<file path="config.mk">
export PLATFORM = sky130hd
export DESIGN_NAME = sbp_front_flat
export DESIGN_NICKNAME = d
export VERILOG_FILES = /design/src/rtl/sbp_pkg.sv /design/src/rtl/sbp_if.sv /design/src/rtl/sbp_front.sv /design/src/flat_wrapper.sv
export SDC_FILE = /design/constraint.sdc
export NUM_CORES = 2
export LEC_CHECK = 0
export ABC_AREA = 1
export BUFFER_PORTS_ARGS = -buffer_cell sky130_fd_sc_hd__buf_2
export CAP_MARGIN = 20
export CORE_ASPECT_RATIO = 0.9
export CORE_MARGIN = 2
export CORE_UTILIZATION = 40
export DETAILED_ROUTE_END_ITERATION = 12
export PLACE_DENSITY = 0.57
export SLEW_MARGIN = 20
export SYNTH_ARGS = -nofsm -noshare
export SYNTH_HDL_FRONTEND = slang
export SYNTH_SLANG_ARGS = --single-unit
</file>
<file path="constraint.sdc">
create_clock -name clk_i -period 12.8 [get_ports clk_i]
set_input_delay 1.92 -clock clk_i [delete_from_list [all_inputs] [get_ports clk_i]]
set_output_delay 1.92 -clock clk_i [all_outputs]
set_load 0.02 [all_outputs]
</file>
<file path="src/rtl/sbp_pkg.sv">
// ----------------------------------------------------------------------------
// sbp_pkg: shared types and constants of the snowball path payoff unit
// Register map, outcome codes, configuration bundle and queue entry layout.
// ----------------------------------------------------------------------------
`default_nettype none

package sbp_pkg;

  localparam int unsigned MAX_DAYS_DEFAULT = 4095;
  localparam int unsigned REG_COUNT        = 8;
  localparam int unsigned ADDR_W           = $clog2(REG_COUNT) + 2;
  localparam int unsigned QUEUE_DEPTH      = 2;

  localparam logic [31:0] KO_LEVEL_RST  = 32'hFFFF_FFFF;
  localparam logic [31:0] KI_LEVEL_RST  = 32'h0000_0000;
  localparam logic [11:0] FIRST_OBS_RST = 12'd0;
  localparam logic [11:0] INTERVAL_RST  = 12'd21;
  localparam logic [31:0] DISCOUNT_RST  = 32'hFFFF_FFFF;
  localparam logic [31:0] COUPON_RST    = 32'h0000_0000;
  localparam logic [31:0] INV_INIT_RST  = 32'h0001_0000;
  localparam logic [31:0] ALL_ONES32    = 32'hFFFF_FFFF;
  localparam logic [31:0] Q30_MAX       = 32'h7FFF_FFFF;
  localparam logic [11:0] DAY_LIMIT     = 12'hFFF;

  typedef enum logic [2:0] {
    REG_KO_LEVEL  = 3'd0,
    REG_KI_LEVEL  = 3'd1,
    REG_FIRST_OBS = 3'd2,
    REG_INTERVAL  = 3'd3,
    REG_DISCOUNT  = 3'd4,
    REG_COUPON    = 3'd5,
    REG_INV_INIT  = 3'd6,
    REG_FORCE_KI  = 3'd7
  } reg_idx_e;

  typedef enum logic [1:0] {
    OUT_NONE = 2'd0,
    OUT_KO   = 2'd1,
    OUT_KI   = 2'd2
  } outcome_e;

  typedef struct packed {
    logic [31:0] ko_level;
    logic [31:0] ki_level;
    logic [11:0] first_obs;
    logic [11:0] interval;
    logic [31:0] discount;
    logic [31:0] coupon;
    logic [31:0] inv_init;
    logic        force_ki;
  } cfg_t;

  // Pulse that reloads the next observation day when first_obs_day is written
  typedef struct packed {
    logic        en;
    logic [11:0] day;
  } obs_load_t;

  typedef struct packed {
    outcome_e    kind;
    logic [11:0] exit_day;
    logic [31:0] disc;
    logic [31:0] price;
  } job_t;

endpackage

`default_nettype wire

</file>
<file path="src/rtl/sbp_if.sv">
// ----------------------------------------------------------------------------
// sbp_if: valid/ready channels of the snowball path payoff unit
// Daily price input channel and path result output channel.
// ----------------------------------------------------------------------------
`default_nettype none

interface sbp_in_if;
  logic        valid;
  logic        ready;
  logic [31:0] price;
  logic        last;

  modport source (output valid, price, last, input ready);
  modport sink   (input valid, price, last, output ready);
endinterface


`default_nettype wire

</file>
<file path="src/rtl/sbp_front.sv">
// ----------------------------------------------------------------------------
// sbp_front: per-day path tracking
// Count days, observe knock-out, track minimum and discount, classify path end.
// ----------------------------------------------------------------------------
`default_nettype none

module sbp_front #(
  parameter int unsigned MAX_DAYS = sbp_pkg::MAX_DAYS_DEFAULT
) (
  input  logic              clk_i,
  input  logic              rst_ni,
  input  sbp_pkg::cfg_t     cfg_i,
  input  sbp_pkg::obs_load_t load_i,
  sbp_in_if.sink            in_i,
  input  logic              q_full_i,
  output logic              q_push_o,
  output sbp_pkg::job_t     q_job_o
);

  localparam logic [11:0] DayCap = 12'((MAX_DAYS < 4095) ? MAX_DAYS : 4095);

  logic [11:0] day_q, day_d;
  logic [11:0] next_obs_q, next_obs_d;
  logic        ko_q, ko_d;
  logic [11:0] ko_day_q, ko_day_d;
  logic [31:0] ko_disc_q, ko_disc_d;
  logic [31:0] min_q, min_d;
  logic [31:0] disc_q, disc_d;

  logic        accept, sched, ko_hit, ko_now;
  logic [11:0] ko_day_now;
  logic [31:0] ko_disc_now, min_now;
  logic [12:0] obs_sum;
  logic [63:0] disc_prod;

  assign in_i.ready = !q_full_i;
  assign accept     = in_i.valid && in_i.ready;

  assign sched       = (day_q == next_obs_q);
  assign min_now     = (in_i.price < min_q) ? in_i.price : min_q;
  assign ko_hit      = (sched || in_i.last) && !ko_q && (in_i.price >= cfg_i.ko_level);
  assign ko_now      = ko_q || ko_hit;
  assign ko_day_now  = ko_hit ? day_q : ko_day_q;
  assign ko_disc_now = ko_hit ? disc_q : ko_disc_q;
  assign obs_sum     = {1'b0, next_obs_q} + {1'b0, cfg_i.interval};
  assign disc_prod   = 64'(disc_q) * 64'(cfg_i.discount);

  always_comb begin
    day_d      = day_q;
    next_obs_d = next_obs_q;
    ko_d       = ko_q;
    ko_day_d   = ko_day_q;
    ko_disc_d  = ko_disc_q;
    min_d      = min_q;
    disc_d     = disc_q;
    q_push_o   = 1'b0;

    q_job_o.price = in_i.price;
    if (ko_now) begin
      q_job_o.kind     = sbp_pkg::OUT_KO;
      q_job_o.exit_day = ko_day_now;
      q_job_o.disc     = ko_disc_now;
    end else if ((min_now <= cfg_i.ki_level) || cfg_i.force_ki) begin
      q_job_o.kind     = sbp_pkg::OUT_KI;
      q_job_o.exit_day = day_q;
      q_job_o.disc     = disc_q;
    end else begin
      q_job_o.kind     = sbp_pkg::OUT_NONE;
      q_job_o.exit_day = day_q;
      q_job_o.disc     = disc_q;
    end

    if (load_i.en) begin
      next_obs_d = load_i.day;
    end

    if (accept) begin
      if (in_i.last) begin
        // Hand the finished path to the back end and start a fresh one
        q_push_o   = 1'b1;
        day_d      = '0;
        next_obs_d = cfg_i.first_obs;
        ko_d       = 1'b0;
        ko_day_d   = '0;
        ko_disc_d  = '0;
        min_d      = sbp_pkg::ALL_ONES32;
        disc_d     = sbp_pkg::ALL_ONES32;
      end else begin
        min_d     = min_now;
        ko_d      = ko_now;
        ko_day_d  = ko_day_now;
        ko_disc_d = ko_disc_now;
        if (sched) begin
          next_obs_d = obs_sum[12] ? sbp_pkg::DAY_LIMIT : obs_sum[11:0];
        end
        if (day_q < DayCap) begin
          day_d = day_q + 12'd1;
        end
        disc_d = disc_prod[63:32];
      end
    end
  end

  always_ff @(posedge clk_i or negedge rst_ni) begin
    if (!rst_ni) begin
      day_q      <= '0;
      next_obs_q <= sbp_pkg::FIRST_OBS_RST;
      ko_q       <= 1'b0;
      ko_day_q   <= '0;
      ko_disc_q  <= '0;
      min_q      <= sbp_pkg::ALL_ONES32;
      disc_q     <= sbp_pkg::ALL_ONES32;
    end else begin
      day_q      <= day_d;
      next_obs_q <= next_obs_d;
      ko_q       <= ko_d;
      ko_day_q   <= ko_day_d;
      ko_disc_q  <= ko_disc_d;
      min_q      <= min_d;
      disc_q     <= disc_d;
    end
  end

endmodule

`default_nettype wire

</file>
<file path="src/flat_wrapper.sv">
// flat-port wrapper written by rule: the top's interface ports become plain ports
module sbp_front_flat 
#(
  parameter int unsigned MAX_DAYS = sbp_pkg::MAX_DAYS_DEFAULT
)
  (clk_i, rst_ni, cfg_i, load_i, q_full_i, q_push_o, q_job_o, in_i_valid, in_i_price, in_i_last, in_i_ready);
  sbp_in_if in_i_i ();
  input  logic clk_i;
  input  logic rst_ni;
  input  sbp_pkg::cfg_t cfg_i;
  input  sbp_pkg::obs_load_t load_i;
  input  logic q_full_i;
  output logic q_push_o;
  output sbp_pkg::job_t q_job_o;
  input wire logic [$bits(in_i_i.valid)-1:0] in_i_valid;
  input wire logic [$bits(in_i_i.price)-1:0] in_i_price;
  input wire logic [$bits(in_i_i.last)-1:0] in_i_last;
  output wire logic [$bits(in_i_i.ready)-1:0] in_i_ready;
  assign in_i_i.valid = in_i_valid;
  assign in_i_i.price = in_i_price;
  assign in_i_i.last = in_i_last;
  assign in_i_ready = in_i_i.ready;
  sbp_front #(.MAX_DAYS(MAX_DAYS)) u_core (.clk_i(clk_i), .rst_ni(rst_ni), .cfg_i(cfg_i), .load_i(load_i), .in_i(in_i_i), .q_full_i(q_full_i), .q_push_o(q_push_o), .q_job_o(q_job_o));
endmodule
</file>
==> metrics.cfg <==
[clock_network]
clk_latency_ns = 0.46
cts_setup_buffers = 0
cts.clk_slew.worst_paths_ns = 0.08
cts_resized = 0
clk_path_buf_depth = 2
postCtsHoldBufs = 0
htreeDepth = 4
cts_buffers = 17
cts_tree = done
clock_tree.root_cell = clkbuf_16
cts_sinks = 133

[sta]
period_minus_slack_ns = 8.801
layout_worst_path_cycle_share_pct = 68.76
setup_viol = 0
max_freq_mhz = 113.6
final_max_slew_viol_count = 0
fin_skew_ns = 0.01696
slew_headroom_pct = 32.74
rsz0062_at_grt = no
setup_tns_ns = 0
hold_viol_final = 0
holdWs_ns = 0.5076
worst_pin_slew_ns = 1.009

[finish]
area_growth_pct = 5.911
n_antenna_cell = 0
final_cell_mix = inv_1, nand2_1, fa_1
drive_gt1_share_pct = 6.291
final_nets = 7813
layout_commonest_cell = inv_1
fill_cells = 11830

[critical_path]
cp-end-kind = register
start_kind = input port
crit_type = in -> reg
rrSetupSlack_ns = 4.94
worstPathArrival_ns = 9.20
path_max_fanout = 32
cp.required_ns = 13.20

[grt]
grt_usage_pct = 23.30
grt_antenna_before_repair = 3
grt_pass1_vias = 39180
grt_overflow = 0
grt_max_degree = 91
grt_pass1_wl_um = 216700

[yosys]
synth.area.mux_share_pct = 0.2433
synth_cell_type_count = 44
synth_compound_area_share_pct = 4.136
synth_top_family_by_area = adder cells
yosys-top-cells-area = fa_1, inv_1, nand2_1, ha_1, dfrtp_1
yosysSeqAreaShare_pct = 7.447
synth-simple-area-share_pct = 19.97
ys_warn_count = 0
synth-xor-area-share_pct = 0.4402
async_reset_ff_share_pct = 100.0
netlist_instances = 6319
synthFlopType = dfrtp_1
synth_area_per_cell_um2 = 7.243
synthAdderAreaFrac_pct = 49.25
synth_top_cell_area_share_pct = 39.19
netlist_area_mm2 = 0.04577
syn-num-nets = 7818
synth-edff-count = 0
synth-seq-cells = 133
yosysTopAreaCell = fa_1

[routing]
wl_per_cell_um = 16.96
vias = 37640
first_pass_iters = 5
route.detailed.drc = 0
wl_um = 132600
vias_per_cell = 4.817
antenna_left = 0
drt_iter0_markers = 2502

[place]
dpl.hpwl_um = 107200
numPortBuffers = 250
routabilityCongestion = 0.9558

[run]
cap_violations = 0

[floorplan]
std_cell_rows = 117
die_w_um = 360.6
die_area_mm2 = 0.1171
start_util_pct = 40.39
die_h_um = 324.9
io_pins = 315
coreArea_mm2 = 0.1133

[min_path]
hold_class = reg -> reg

[status]
outcome = finished clean

-- final timing paths --
check	cells after the start	endpoint	start
worst max register to register	26	u_core.disc_q[21]	u_core.disc_q[12]
min in group asynchronous	1	u_core.ko_day_q[0]	rst_ni
worst max-delay path	26	u_core.disc_q[21]	cfg_i[73]
worst min-delay path	2	u_core.ko_disc_q[18]	u_core.ko_disc_q[18]
max in group asynchronous	2	u_core.ko_disc_q[17]	rst_ni
worst min register to register	2	u_core.ko_disc_q[18]	u_core.ko_disc_q[18]
-- layout make-up --
type                    count  area, µm²  share of cell area [%]
clock buffers              21      470.5                  0.9706
clock inverters            11      103.9                  0.2142
inverters                1903       7143                   14.74
multi-input cells        3966      33900                   69.95
flip-flops and latches    133       3410                   7.034
well taps                1487       1861                   3.838
repair buffers            293       1580                   3.260
-- routing by layer --
| layer | wire [µm] | global-route usage [%] | part of all wire, % |
|---|---|---|---|
| met5 | 25 | 0 | 0.019 |
| met3 | 6297 | 2.022 | 4.8 |
| met1 | 62300 | 34.06 | 47 |
| met4 | 1396 | 2.747 | 1.1 |
| met2 | 62540 | 38.67 | 47 |
-- cell usage after synthesis, types with 14 or more instances --
cell type  instances
clkbuf_1         263
ha_1             368
fa_1             896
o21bai_1          17
nand3_1          258
inv_1           1902
dfstp_2           64
buf_4             33
dfrtp_1           69
nor3_1            18
nand4_1           16
o211ai_1          14
a21oi_1          170
nand2_1         1797
nor2_1           207
o21ai_0          137
-- stage by stage --
stage | worst slack [ns] | cell area [µm²] | utilization, % | std cells
after detailed placement | 3.561 | 47900 | 42.27 | 7782
final | 3.999 | 48470 | 42.78 | 7814
after global placement | 3.584 | 47900 | 42.27 | 7782
after global routing | 3.758 | 48470 | 42.78 | 7814
after floorplan | 4.965 | 45770 | - | 6319
after CTS | 4.052 | 48470 | 42.78 | 7814
-- logic make-up (layout without fill, tap and decap cells) --
logic type	count (synthesis)	in the layout
adder cells (fa/ha/maj)	1264	1264
AO/OA/AOI/OAI	353	353
AND/OR/NAND/NOR	2315	2315
XOR/XNOR	23	23
multiplexers	11	11
buffers and inverters	2220	2228
flip-flops	133	133
-- flip-flops by register name, summed over array words and instances (netlist names) --
register,flops
u_core.day_q,12
u_core.disc_q,32
u_core.ko_day_q,12
u_core.ko_disc_q,32
u_core.ko_q,1
u_core.min_q,32
u_core.next_obs_q,12
-- worst max-delay path, cell delays in order --
cell	delay [ns]
buf_2	0.69
nand2_1	0.18
fa_1	0.55
fa_1	0.56
fa_1	0.49
fa_1	0.55
inv_1	0.05
fa_1	0.55
fa_1	0.43
fa_1	0.53
inv_1	0.06
fa_1	0.48
inv_1	0.05
ha_1	0.35
a21oi_1	0.31
o21ai_0	0.24
inv_1	0.09
nand2_1	0.12
a21oi_1	0.35
nor2_1	0.13
nor2_1	0.14
nand2_1	0.07
nand2_1	0.06
nand3_1	0.09
nand2_1	0.11
inv_1	0.04
Power is left out: the tool's default activity adds up to more than one toggle a clock period on the data nets, which glitch-free logic cannot reach.
