--- src/rtl/sbp_pkg.sv ---
// ----------------------------------------------------------------------------
// sbp_pkg: shared types and constants of the snowball path payoff unit
// Register map, outcome codes, configuration bundle and queue entry layout.
// ----------------------------------------------------------------------------
`default_nettype none

package sbp_pkg;

  localparam int unsigned MAX_DAYS_DEFAULT = 4095;
  localparam int unsigned REG_COUNT        = 8;
  localparam int unsigned ADDR_W           = $clog2(REG_COUNT) + 2;
  localparam int unsigned QUEUE_DEPTH      = 2;

  localparam logic [31:0] KO_LEVEL_RST  = 32'hFFFF_FFFF;
  localparam logic [31:0] KI_LEVEL_RST  = 32'h0000_0000;
  localparam logic [11:0] FIRST_OBS_RST = 12'd0;
  localparam logic [11:0] INTERVAL_RST  = 12'd21;
  localparam logic [31:0] DISCOUNT_RST  = 32'hFFFF_FFFF;
  localparam logic [31:0] COUPON_RST    = 32'h0000_0000;
  localparam logic [31:0] INV_INIT_RST  = 32'h0001_0000;
  localparam logic [31:0] ALL_ONES32    = 32'hFFFF_FFFF;
  localparam logic [31:0] Q30_MAX       = 32'h7FFF_FFFF;
  localparam logic [11:0] DAY_LIMIT     = 12'hFFF;

  typedef enum logic [2:0] {
    REG_KO_LEVEL  = 3'd0,
    REG_KI_LEVEL  = 3'd1,
    REG_FIRST_OBS = 3'd2,
    REG_INTERVAL  = 3'd3,
    REG_DISCOUNT  = 3'd4,
    REG_COUPON    = 3'd5,
    REG_INV_INIT  = 3'd6,
    REG_FORCE_KI  = 3'd7
  } reg_idx_e;

  typedef enum logic [1:0] {
    OUT_NONE = 2'd0,
    OUT_KO   = 2'd1,
    OUT_KI   = 2'd2
  } outcome_e;

  typedef struct packed {
    logic [31:0] ko_level;
    logic [31:0] ki_level;
    logic [11:0] first_obs;
    logic [11:0] interval;
    logic [31:0] discount;
    logic [31:0] coupon;
    logic [31:0] inv_init;
    logic        force_ki;
  } cfg_t;

  // Pulse that reloads the next observation day when first_obs_day is written
  typedef struct packed {
    logic        en;
    logic [11:0] day;
  } obs_load_t;

  typedef struct packed {
    outcome_e    kind;
    logic [11:0] exit_day;
    logic [31:0] disc;
    logic [31:0] price;
  } job_t;

endpackage

`default_nettype wire

--- src/rtl/sbp_queue.sv ---
// ----------------------------------------------------------------------------
// sbp_queue: short job queue between front and back
// Register FIFO of finished paths waiting for payoff evaluation.
// ----------------------------------------------------------------------------
`default_nettype none

module sbp_queue (
  input  logic          clk_i,
  input  logic          rst_ni,
  input  logic          push_i,
  input  sbp_pkg::job_t push_job_i,
  output logic          full_o,
  input  logic          pop_i,
  output sbp_pkg::job_t pop_job_o,
  output logic          empty_o
);

  localparam int unsigned Depth = sbp_pkg::QUEUE_DEPTH;
  localparam int unsigned PtrW  = (Depth > 1) ? $clog2(Depth) : 1;
  localparam int unsigned CntW  = $clog2(Depth + 1);
  localparam logic [PtrW-1:0] LastPtr = PtrW'(Depth - 1);

  sbp_pkg::job_t   slot_q [Depth];
  logic [PtrW-1:0] wr_ptr_q, rd_ptr_q;
  logic [CntW-1:0] cnt_q;

  assign full_o    = (cnt_q == CntW'(Depth));
  assign empty_o   = (cnt_q == '0);
  assign pop_job_o = slot_q[rd_ptr_q];

  always_ff @(posedge clk_i) begin
    if (push_i) begin
      slot_q[wr_ptr_q] <= push_job_i;
    end
  end

  always_ff @(posedge clk_i or negedge rst_ni) begin
    if (!rst_ni) begin
      wr_ptr_q <= '0;
      rd_ptr_q <= '0;
      cnt_q    <= '0;
    end else begin
      if (push_i) begin
        wr_ptr_q <= (wr_ptr_q == LastPtr) ? '0 : wr_ptr_q + PtrW'(1);
      end
      if (pop_i) begin
        rd_ptr_q <= (rd_ptr_q == LastPtr) ? '0 : rd_ptr_q + PtrW'(1);
      end
      if (push_i && !pop_i) begin
        cnt_q <= cnt_q + CntW'(1);
      end else if (pop_i && !push_i) begin
        cnt_q <= cnt_q - CntW'(1);
      end
    end
  end

endmodule

`default_nettype wire

--- config.mk ---
export PLATFORM = sky130hd
export DESIGN_NAME = sbp_queue
export DESIGN_NICKNAME = d
export VERILOG_FILES = /design/src/rtl/sbp_pkg.sv /design/src/rtl/sbp_queue.sv
export SDC_FILE = /design/constraint.sdc
export NUM_CORES = 1
export LEC_CHECK = 0
export BUFFER_PORTS_ARGS = -buffer_cell sky130_fd_sc_hd__clkbuf_2
export CORE_ASPECT_RATIO = 0.5
export CORE_UTILIZATION = 58
export CTS_BUF_LIST = sky130_fd_sc_hd__clkbuf_4 sky130_fd_sc_hd__clkbuf_8
export CTS_CLUSTER_SIZE = 10
export DETAILED_ROUTE_END_ITERATION = 7
export PLACE_DENSITY = 0.95
export SKIP_CTS_REPAIR_TIMING = 1
export SYNTH_ARGS = -nofsm -noshare
export SYNTH_HDL_FRONTEND = slang
export SYNTH_SLANG_ARGS = --single-unit
--- constraint.sdc ---
create_clock -name clk_i -period 6.5 [get_ports clk_i]
set_input_delay 0.65 -clock clk_i [delete_from_list [all_inputs] [get_ports clk_i]]
set_output_delay 0.65 -clock clk_i [all_outputs]
set_load 0.1 [all_outputs]
==> run summary, run 1 <==
The flow ran to the end, and the final reports show no timing, DRC or antenna violations. Leaving out fill and tap cells, the most frequent cell in the layout is sky130_fd_sc_hd__clkbuf_2. The finished layout holds 580 standard cells, fillers aside.

The slowest stage of the critical path is the sky130_fd_sc_hd__dfrtp_4 cell. In the layout the commonest cells are sky130_fd_sc_hd__clkbuf_2 (161), sky130_fd_sc_hd__edfxtp_1 (156), sky130_fd_sc_hd__mux2_2 (68), sky130_fd_sc_hd__clkbuf_8 (17), sky130_fd_sc_hd__mux2_4 (10). The area growth from synthesis to final layout came out at 23.2%. The setup path with the least slack is of type reg2out. The routed via count divided by cell count was 5.06; the final count of pins violating max slew was 0. The post-synthesis cell area is 5850 um^2.

The flip-flop and latch count after synthesis came out at 160. The final estimated routing congestion in global placement came out at 0.749. Global routing used 20.1% of the available tracks. The number of DRC violations after detailed routing was 0; the transition time at the pin with the least slew margin was 1.11 ns. The run gives 25 as the number of rows created at floorplan. Clock tree synthesis selected as its root buffer the cell sky130_fd_sc_hd__clkbuf_8. Area enclosed by the die boundary: 10,500 um^2. In the final design database the tool counted 515 nets. Number of DRC markers after the initial detailed-route iteration: 198. After clock tree synthesis, the clock-pin slew on the worst setup and hold paths is 0.09 ns. After detailed placement, the design holds a cell count of 547. The CTS buffer count was 17. The critical path goes through mux2_2 -> clkbuf_2. The wire-length estimate of the detail-placed layout is 6.55 mm. Setup repair after global routing left no endpoint under its margin. The minimum clock period is 3.10 ns, and the I/O pin total is 162. After global routing the overflow that remains totals 0.

The post-synthesis net count was 342. The tools report the total of endpoints with negative setup slack in the final report as 0. The worst setup path is launched from a flop. Headroom to the max-slew limit came out at 26.1%. The number of distinct standard cells referenced by the synthesized netlist is 13, and the share of synthesized cell area in and, or, nand and nor gates is 0.449%.

The logs give 4 for the detailed-router iteration count before antenna repair and 60.9% for the starting density of the core. For the worst setup path, the data required time is 5.85 ns. The tools report the initial antenna violation count as 0. The multiplexer share of the synthesized area works out to 15.7%. After synthesis, the largest family of logic cells by area is multiplexers.

The clock sink total is 160, and the die span in y is 73.0 um. The clock tree buffer depth was 2. The run gives 0 as the antenna diode instance count. The number of hold-slack violations in the final timing report came out at 0.

After detailed routing, the total wire length is 10.4 mm. The largest fanout on the critical path works out to 79. Each instance of the synthesized netlist takes up on average 22.6 um^2.

The count of nets left with antenna violations once routing finished came out at 0. TritonCTS built the clock tree. The fraction of layout cells with a size suffix above 1 came out at 61.1%.

The tightest hold path in the finished design has a slack of 0.415 ns. The clock arrives with 0.00825 ns of skew. The port buffer count works out to 161. For the number of global-route vias before repair, the log shows 2,975.

The placeable core region was 9600 um^2; the setup TNS was 0 ns. The data arrival at the endpoint of the critical path came out at 2.45 ns. The compound-gate portion of the synthesized area is 0%.

The ratio of final minimum period to clock period came out at 47.6%. Dividing the detail-routed wire length by the instance count gives 17.9 um. After filler insertion, the fill cell instance count of the layout stands at 605. The run gives 323 MHz as the maximum clock rate. The sort of element at the end of the critical path is a primary output. Worst-skew pair later-pin latency: 0.41 ns. After synthesis, flip-flops and latches occupy 81.8% of the total area.

Of the total synthesized cell area, the portion taken by XOR and XNOR cells is 0.749%. Path class of the lowest-slack min-delay path: in2reg. Stage delay of the slowest cell on the critical path: 1.15 ns.

The count of yosys warnings during synthesis came out at 0. Entering global routing, the biggest net connects 80 pins. The total number of vias came out at 2,936. Synthesis handed over a netlist of 259 instances. The adder-cell area share of the yosys netlist was 0.214%; the width of the die was 144 um. The first-pass GRT wire length was 15.0 mm. Across the run, the number of max-cap violations was 0. The H-tree level count was 4.
-- per-stage QoR --
stage                     setup slack [ns]  cell area [um^2]  util [%]
after global routing                  3.30              7210      75.0
after global placement                3.87              6780      70.6
after floorplan                       1.91              5850         -
after CTS                             3.42              7200      74.9
final                                 3.40              7210      75.0
after detailed placement              3.88              6780      70.6
-- path summary, 6_finish.rpt --
| path | start | to | slack (ns) | depth (start not counted) |
|---|---|---|---|---|
| worst min register to register | cnt_q[1]$_DFFE_PN0P_ | cnt_q[1]$_DFFE_PN0P_ | 0.51 | 1 |
| worst max-delay path | rd_ptr_q$_DFFE_PN0P_ | pop_job_o[77] | 3.40 | 2 |
| max in group asynchronous | rst_ni | rd_ptr_q$_DFFE_PN0P_ | 5.77 | 2 |
| worst max register to register | wr_ptr_q$_DFFE_PN0P_ | slot_q[0][62]$_DFFE_PP_ | 4.73 | 2 |
| min in group asynchronous | rst_ni | cnt_q[1]$_DFFE_PN0P_ | 0.58 | 2 |
| worst min-delay path | push_job_i[24] | slot_q[0][24]$_DFFE_PP_ | 0.41 | 1 |
-- layer usage --
metal	wire (um)	vias up	track usage, %	part of all wire [%]
li1	-	1371	-	-
met1	4060	1473	21.7	39
met2	5770	76	38.1	56
met3	377	16	5.12	3.6
met4	163	0	8.39	1.6
met5	0	-	0	0
-- cell type report --
cell class	instances	area, um^2	area share [%]
flip-flops and latches	160	4790	66.5
well taps	135	169	2.34
repair buffers	163	823	11.4
inverters	1	3.75	0.0521
clock buffers	18	241	3.35
clock inverters	14	171	2.38
multi-input cells	89	1010	14.0
-- worst max-delay path: cells and delay by family (launching register included) --
kind / cells / cell delay [ns]
flip-flops: 1 / 1.15
multiplexers: 1 / 0.44
buffers and inverters: 1 / 0.37
-- registers in the layout, indices dropped and copies added, names as in the netlist --
| signal | flops |
|---|---|
| rd_ptr_q | 1 |
| cnt_q | 2 |
| slot_q | 156 |
| wr_ptr_q | 1 |
-- synth_stat cells --
| master | count | area [um^2] |
|---|---|---|
| sky130_fd_sc_hd__and2_1 | 1 | 6.26 |
| sky130_fd_sc_hd__buf_2 | 6 | 30.0 |
| sky130_fd_sc_hd__buf_6 | 3 | 33.8 |
| sky130_fd_sc_hd__dfrtp_1 | 4 | 100 |
| sky130_fd_sc_hd__edfxtp_1 | 156 | 4680 |
| sky130_fd_sc_hd__ha_1 | 1 | 12.5 |
| sky130_fd_sc_hd__inv_1 | 1 | 3.75 |
| sky130_fd_sc_hd__mux2_2 | 68 | 766 |
| sky130_fd_sc_hd__mux2_4 | 10 | 150 |
| sky130_fd_sc_hd__nor2_1 | 2 | 7.51 |
| sky130_fd_sc_hd__nor2b_1 | 2 | 12.5 |
| sky130_fd_sc_hd__xnor2_1 | 1 | 8.76 |
| sky130_fd_sc_hd__xor2_1 | 4 | 35.0 |
-- kinds of logic (layout without fill, tap and decap cells) --
group	count (synthesis)	after routing
xor+xnor	5	5
flops	160	160
fa+ha+maj	1	1
buf+inv	10	196
mux	78	78
simple gates	5	5
Power of run 1 is not shown: default switching activity piles up to over one toggle a cycle in this logic, so the estimate is an artifact.
==> inputs of run 2 (changes only) <==
--- a/config.mk
+++ b/config.mk
@@ -5,13 +5,14 @@
 export SDC_FILE = /design/constraint.sdc
 export NUM_CORES = 1
 export LEC_CHECK = 0
+export ABC_AREA = 1
 export BUFFER_PORTS_ARGS = -buffer_cell sky130_fd_sc_hd__clkbuf_2
 export CORE_ASPECT_RATIO = 0.5
-export CORE_UTILIZATION = 58
+export CORE_UTILIZATION = 49
 export CTS_BUF_LIST = sky130_fd_sc_hd__clkbuf_4 sky130_fd_sc_hd__clkbuf_8
 export CTS_CLUSTER_SIZE = 10
 export DETAILED_ROUTE_END_ITERATION = 7
-export PLACE_DENSITY = 0.95
+export PLACE_DENSITY = 0.89
 export SKIP_CTS_REPAIR_TIMING = 1
 export SYNTH_ARGS = -nofsm -noshare
 export SYNTH_HDL_FRONTEND = slang
==> constraint.sdc (replaced) <==
create_clock -name clk_i -period 2.8 [get_ports clk_i]
set_input_delay 0.28 -clock clk_i [delete_from_list [all_inputs] [get_ports clk_i]]
set_output_delay 0.28 -clock clk_i [all_outputs]
set_load 0.1 [all_outputs]
==> run 2 against run 1 <==
Effect of this change: cell count up 6.9%; via count up 4.3%; count of clock-buffer cells in the layout down 1; register-to-register slack worse by 3.5 ns; core utilization down 10 points; flip-flop and latch count unchanged; clock skew about the same; first-iteration DRC count down 30%; sequential share of layout area down 1.3 points; critical path depth up 1; highest routed layer unchanged.
==> run summary, run 2 <==
The run finished with clean final reports. Detailed-router iteration count before antenna repair: 4 (unchanged). The tools report the area enclosed by the die boundary as 12,400 um^2 (+18%). The tools report the clock root buffer as sky130_fd_sc_hd__clkbuf_8. The critical path starts at rd_ptr_q$_DFFE_PN0P_.

The clock sink total was 160 (unchanged). Buffering stage count on the worst path with inverters included: 2 (+1). The flip-flop and latch count after synthesis is 160 (unchanged), and the fraction of post-synthesis cell area in the top cell type by area is 79.8% (-0.27 points). The count of flip-flops with a built-in enable after synthesis is 156 (unchanged), and the number of routed nets with antenna violations is 0 (unchanged). Ranked by total cell area, the synthesized netlist is headed by sky130_fd_sc_hd__edfxtp_1 (80%), sky130_fd_sc_hd__mux2_2 (13%), sky130_fd_sc_hd__mux2_4 (2.6%). By count the netlist is led by sky130_fd_sc_hd__edfxtp_1 (156), sky130_fd_sc_hd__mux2_2 (68), sky130_fd_sc_hd__mux2_4 (10). The largest registers in the layout are slot_q (156), cnt_q (2). The worst register-to-register path ends at slot_q[1][44]$_DFFE_PP_. The run gives 11.1 mm (+6.8%) as the overall routed net length.

Broken down by cell family, the worst path's largest delay share belongs to flip-flops. For the flip-flop and latch area, the log shows 4790 um^2 (unchanged). The port buffer count was 161 (unchanged); the ratio of final minimum period to clock period was 91.2%. The CTS buffer count came out at 17 (unchanged).

The path class of the lowest-slack min-delay path is in2reg. The placeable core region is 11,300 um^2 (+18%). The clock tree buffer depth was 2 (unchanged). The critical path depth in cells was 3 (+1); the area of the multi-input gates was 1000 um^2 (-0.50%).

slot_q holds more flip-flops than any other register. The total of endpoints with negative setup slack in the final report was 0 (unchanged); the worst slew margin relative to its limit was 61.3% (+35 points). The overall routing resource usage came out at 18.5% (-1.6 points).

The die span in y came out at 79.4 um (+8.7%). The tools report the max-capacitance violation count as 0 (unchanged). The proportion of synthesized flip-flops having asynchronous set or reset came out at 2.50% (unchanged). The width of the die is 157 um (+8.9%). The dominant cell by count in the synthesized netlist is sky130_fd_sc_hd__edfxtp_1. The tools report the number of global-route vias before repair as 3,230 (+8.6%). Setup repair after global routing left no endpoint under its margin.

Routed via count divided by cell count: 4.94 (-2.4%). The most critical setup path has its endpoint at pop_job_o[37]. The cell type with the largest total area after synthesis is sky130_fd_sc_hd__edfxtp_1. The number of hold-slack violations in the final timing report is 0 (unchanged). The tools report the number of DRC violations after detailed routing as 0 (unchanged). The number of rows created at floorplan was 27 (+8.0%). For the HPWL reported at the end of detailed placement, the log shows 7.23 mm (+10%).

The run gives 162 (unchanged) as the I/O pin total. Derived from the worst setup path, the maximum achievable clock frequency is 392 MHz. The post-CTS clock slew at the launch and capture registers of the worst setup and hold paths works out to 0.08 ns (about the same).

Traced cell by cell, the critical path runs through buf_4 -> mux2_2 -> clkbuf_2. Minimum clock period: 2.55 ns. Library cell contributing the largest single delay on the critical path: sky130_fd_sc_hd__dfrtp_4. The number of distinct standard cells referenced by the synthesized netlist is 14 (+1), and the total number of vias is 3,063 (+4.3%).

The fraction of layout cells with a size suffix above 1 works out to 60.1% (-1.0 points). The tools report the count of yosys warnings during synthesis as 0 (unchanged). The tools report the part of the Yosys area used for sequential elements as 81.5% (-0.28 points). TritonCTS built the clock tree. The tools report the largest clock skew in the final design as 0.00831 ns (+0.0000635 ns). The largest fanout on the critical path works out to 41 (-48%). The data arrival at the endpoint of the critical path is 2.27 ns (-0.18 ns), and the net total in the final layout is 531 (+3.1%). The post-detailed-route wirelength per cell works out to 17.9 um (-0.11%).

The run gives 0 (unchanged) as the final count of pins violating max slew. Flip-flop count of the largest register after layout: 156 (unchanged). For the worst-skew pair later-pin latency, the log shows 0.42 ns (about the same).

The final estimated routing congestion in global placement is 0.726 (-3.0%). The maximum number of pins on one net before global-route repair is 74 (-7.5%). The synthesized instance count was 268 (+3.5%); the post-synthesis net count was 351 (+2.6%). The cell count of the worst reg-to-reg path came out at 3 (+1).

The stage delay of the slowest cell on the critical path works out to 0.80 ns (-0.35 ns). Critical path start-end classification: reg2out. The antenna diode instance count came out at 0 (unchanged). In the layout the commonest cells are sky130_fd_sc_hd__clkbuf_2 (161), sky130_fd_sc_hd__edfxtp_1 (156), sky130_fd_sc_hd__mux2_2 (68), sky130_fd_sc_hd__clkbuf_8 (17), sky130_fd_sc_hd__mux2_4 (10). The transition time at the pin with the least slew margin was 0.580 ns (-0.528 ns); the worst endpoint required time was 2.52 ns (-3.33 ns). The dominant register cell in the synthesized netlist was sky130_fd_sc_hd__edfxtp_1. In this run the critical register-to-register path is launched from wr_ptr_q$_DFFE_PN0P_.

The number of DRC markers after the initial detailed-route iteration was 138 (-30%). The sort of element at the end of the critical path is a primary output. The area growth from synthesis to final layout came out at 25.2%. The run gives 16.6 mm (+11%) as the first-pass GRT wire length. The setup slack on the worst flop-to-flop path came out at 1.22 ns (-3.51 ns). The overflow left after global routing is 0 (unchanged). The tools report the type of element launching the critical path as a flop. The library cell used most frequently in the layout, excluding fill and tap cells, is sky130_fd_sc_hd__clkbuf_2. The H-tree level count is 4 (unchanged), and the starting density of the core is 51.9% (-9.1 points). The average footprint of a synthesized cell was 21.9 um^2 (-3.0%); the initial antenna violation count was 0 (unchanged). The logs give 0 ns (unchanged) for the setup TNS and 5870 um^2 (+0.34%) for the post-synthesis cell area. The run gives 768 (+27%) as the filler cell count.
run 2: worst min-delay path by stage:
stage,start,to,slack (ns),cells past startpoint
global route,push_job_i[23],slot_q[1][23]$_DFFE_PP_,0.006,1
CTS,rst_ni,cnt_q[1]$_DFFE_PN0P_,-0.37,1
detailed placement,rst_ni,cnt_q[0]$_DFFE_PN0P_,0.10,1
finish,push_job_i[25],slot_q[0][25]$_DFFE_PP_,0.04,1
floorplan,rst_ni,cnt_q[0]$_DFFE_PN0P_,-0.02,0
global placement,rst_ni,cnt_q[0]$_DFFE_PN0P_,0.09,1
run 2: layout make-up:
| type | count | area share, % |
|---|---|---|
| Clock buffer | 17 | 3.18 |
| Clock inverter | 15 | 2.37 |
| Inverter | 7 | 0.357 |
| Multi-Input combinational cell | 92 | 13.7 |
| Sequential cell | 160 | 65.1 |
| Tap cell | 159 | 2.71 |
| Timing Repair Buffer | 170 | 12.6 |
run 2: stage by stage:
step                      cells  worst slack, ns  hold slack (ns)  cell area, um^2  utilization, %
after floorplan             268            0.385          -0.0156             5880               -
after global placement      587            0.708           0.0920             6930            61.3
after detailed placement    587            0.695            0.101             6930            61.3
after CTS                   619            0.214           -0.374             7340            64.9
after global routing        620            0.150          0.00599             7350            65.0
final                       620            0.246           0.0440             7350            65.0
run 2: cell families after synthesis:
family / synth area share (%)
AND/OR/NAND/NOR: 0.703
buffers and inverters: 1.53
multiplexers: 15.6
flip-flops: 81.5
XOR/XNOR: 0.448
adder cells (fa/ha/maj): 0.213
run 2: routing by layer:
layer / track usage [%] / wire (um) / up-vias
met4: 10.7 / 389 / 0
met3: 4.61 / 329 / 28
li1: - / - / 1415
met5: 0 / 0 / -
met2: 34.5 / 6170 / 88
met1: 19.2 / 4190 / 1532
run 2: worst reg2reg max path, stage by stage (launching register included):
cell                      delay [ns]
sky130_fd_sc_hd__dfrtp_1        0.43
sky130_fd_sc_hd__nand2_1        0.08
sky130_fd_sc_hd__inv_2          0.40
sky130_fd_sc_hd__buf_4          0.36
Power of run 2 is left out for the same reason.
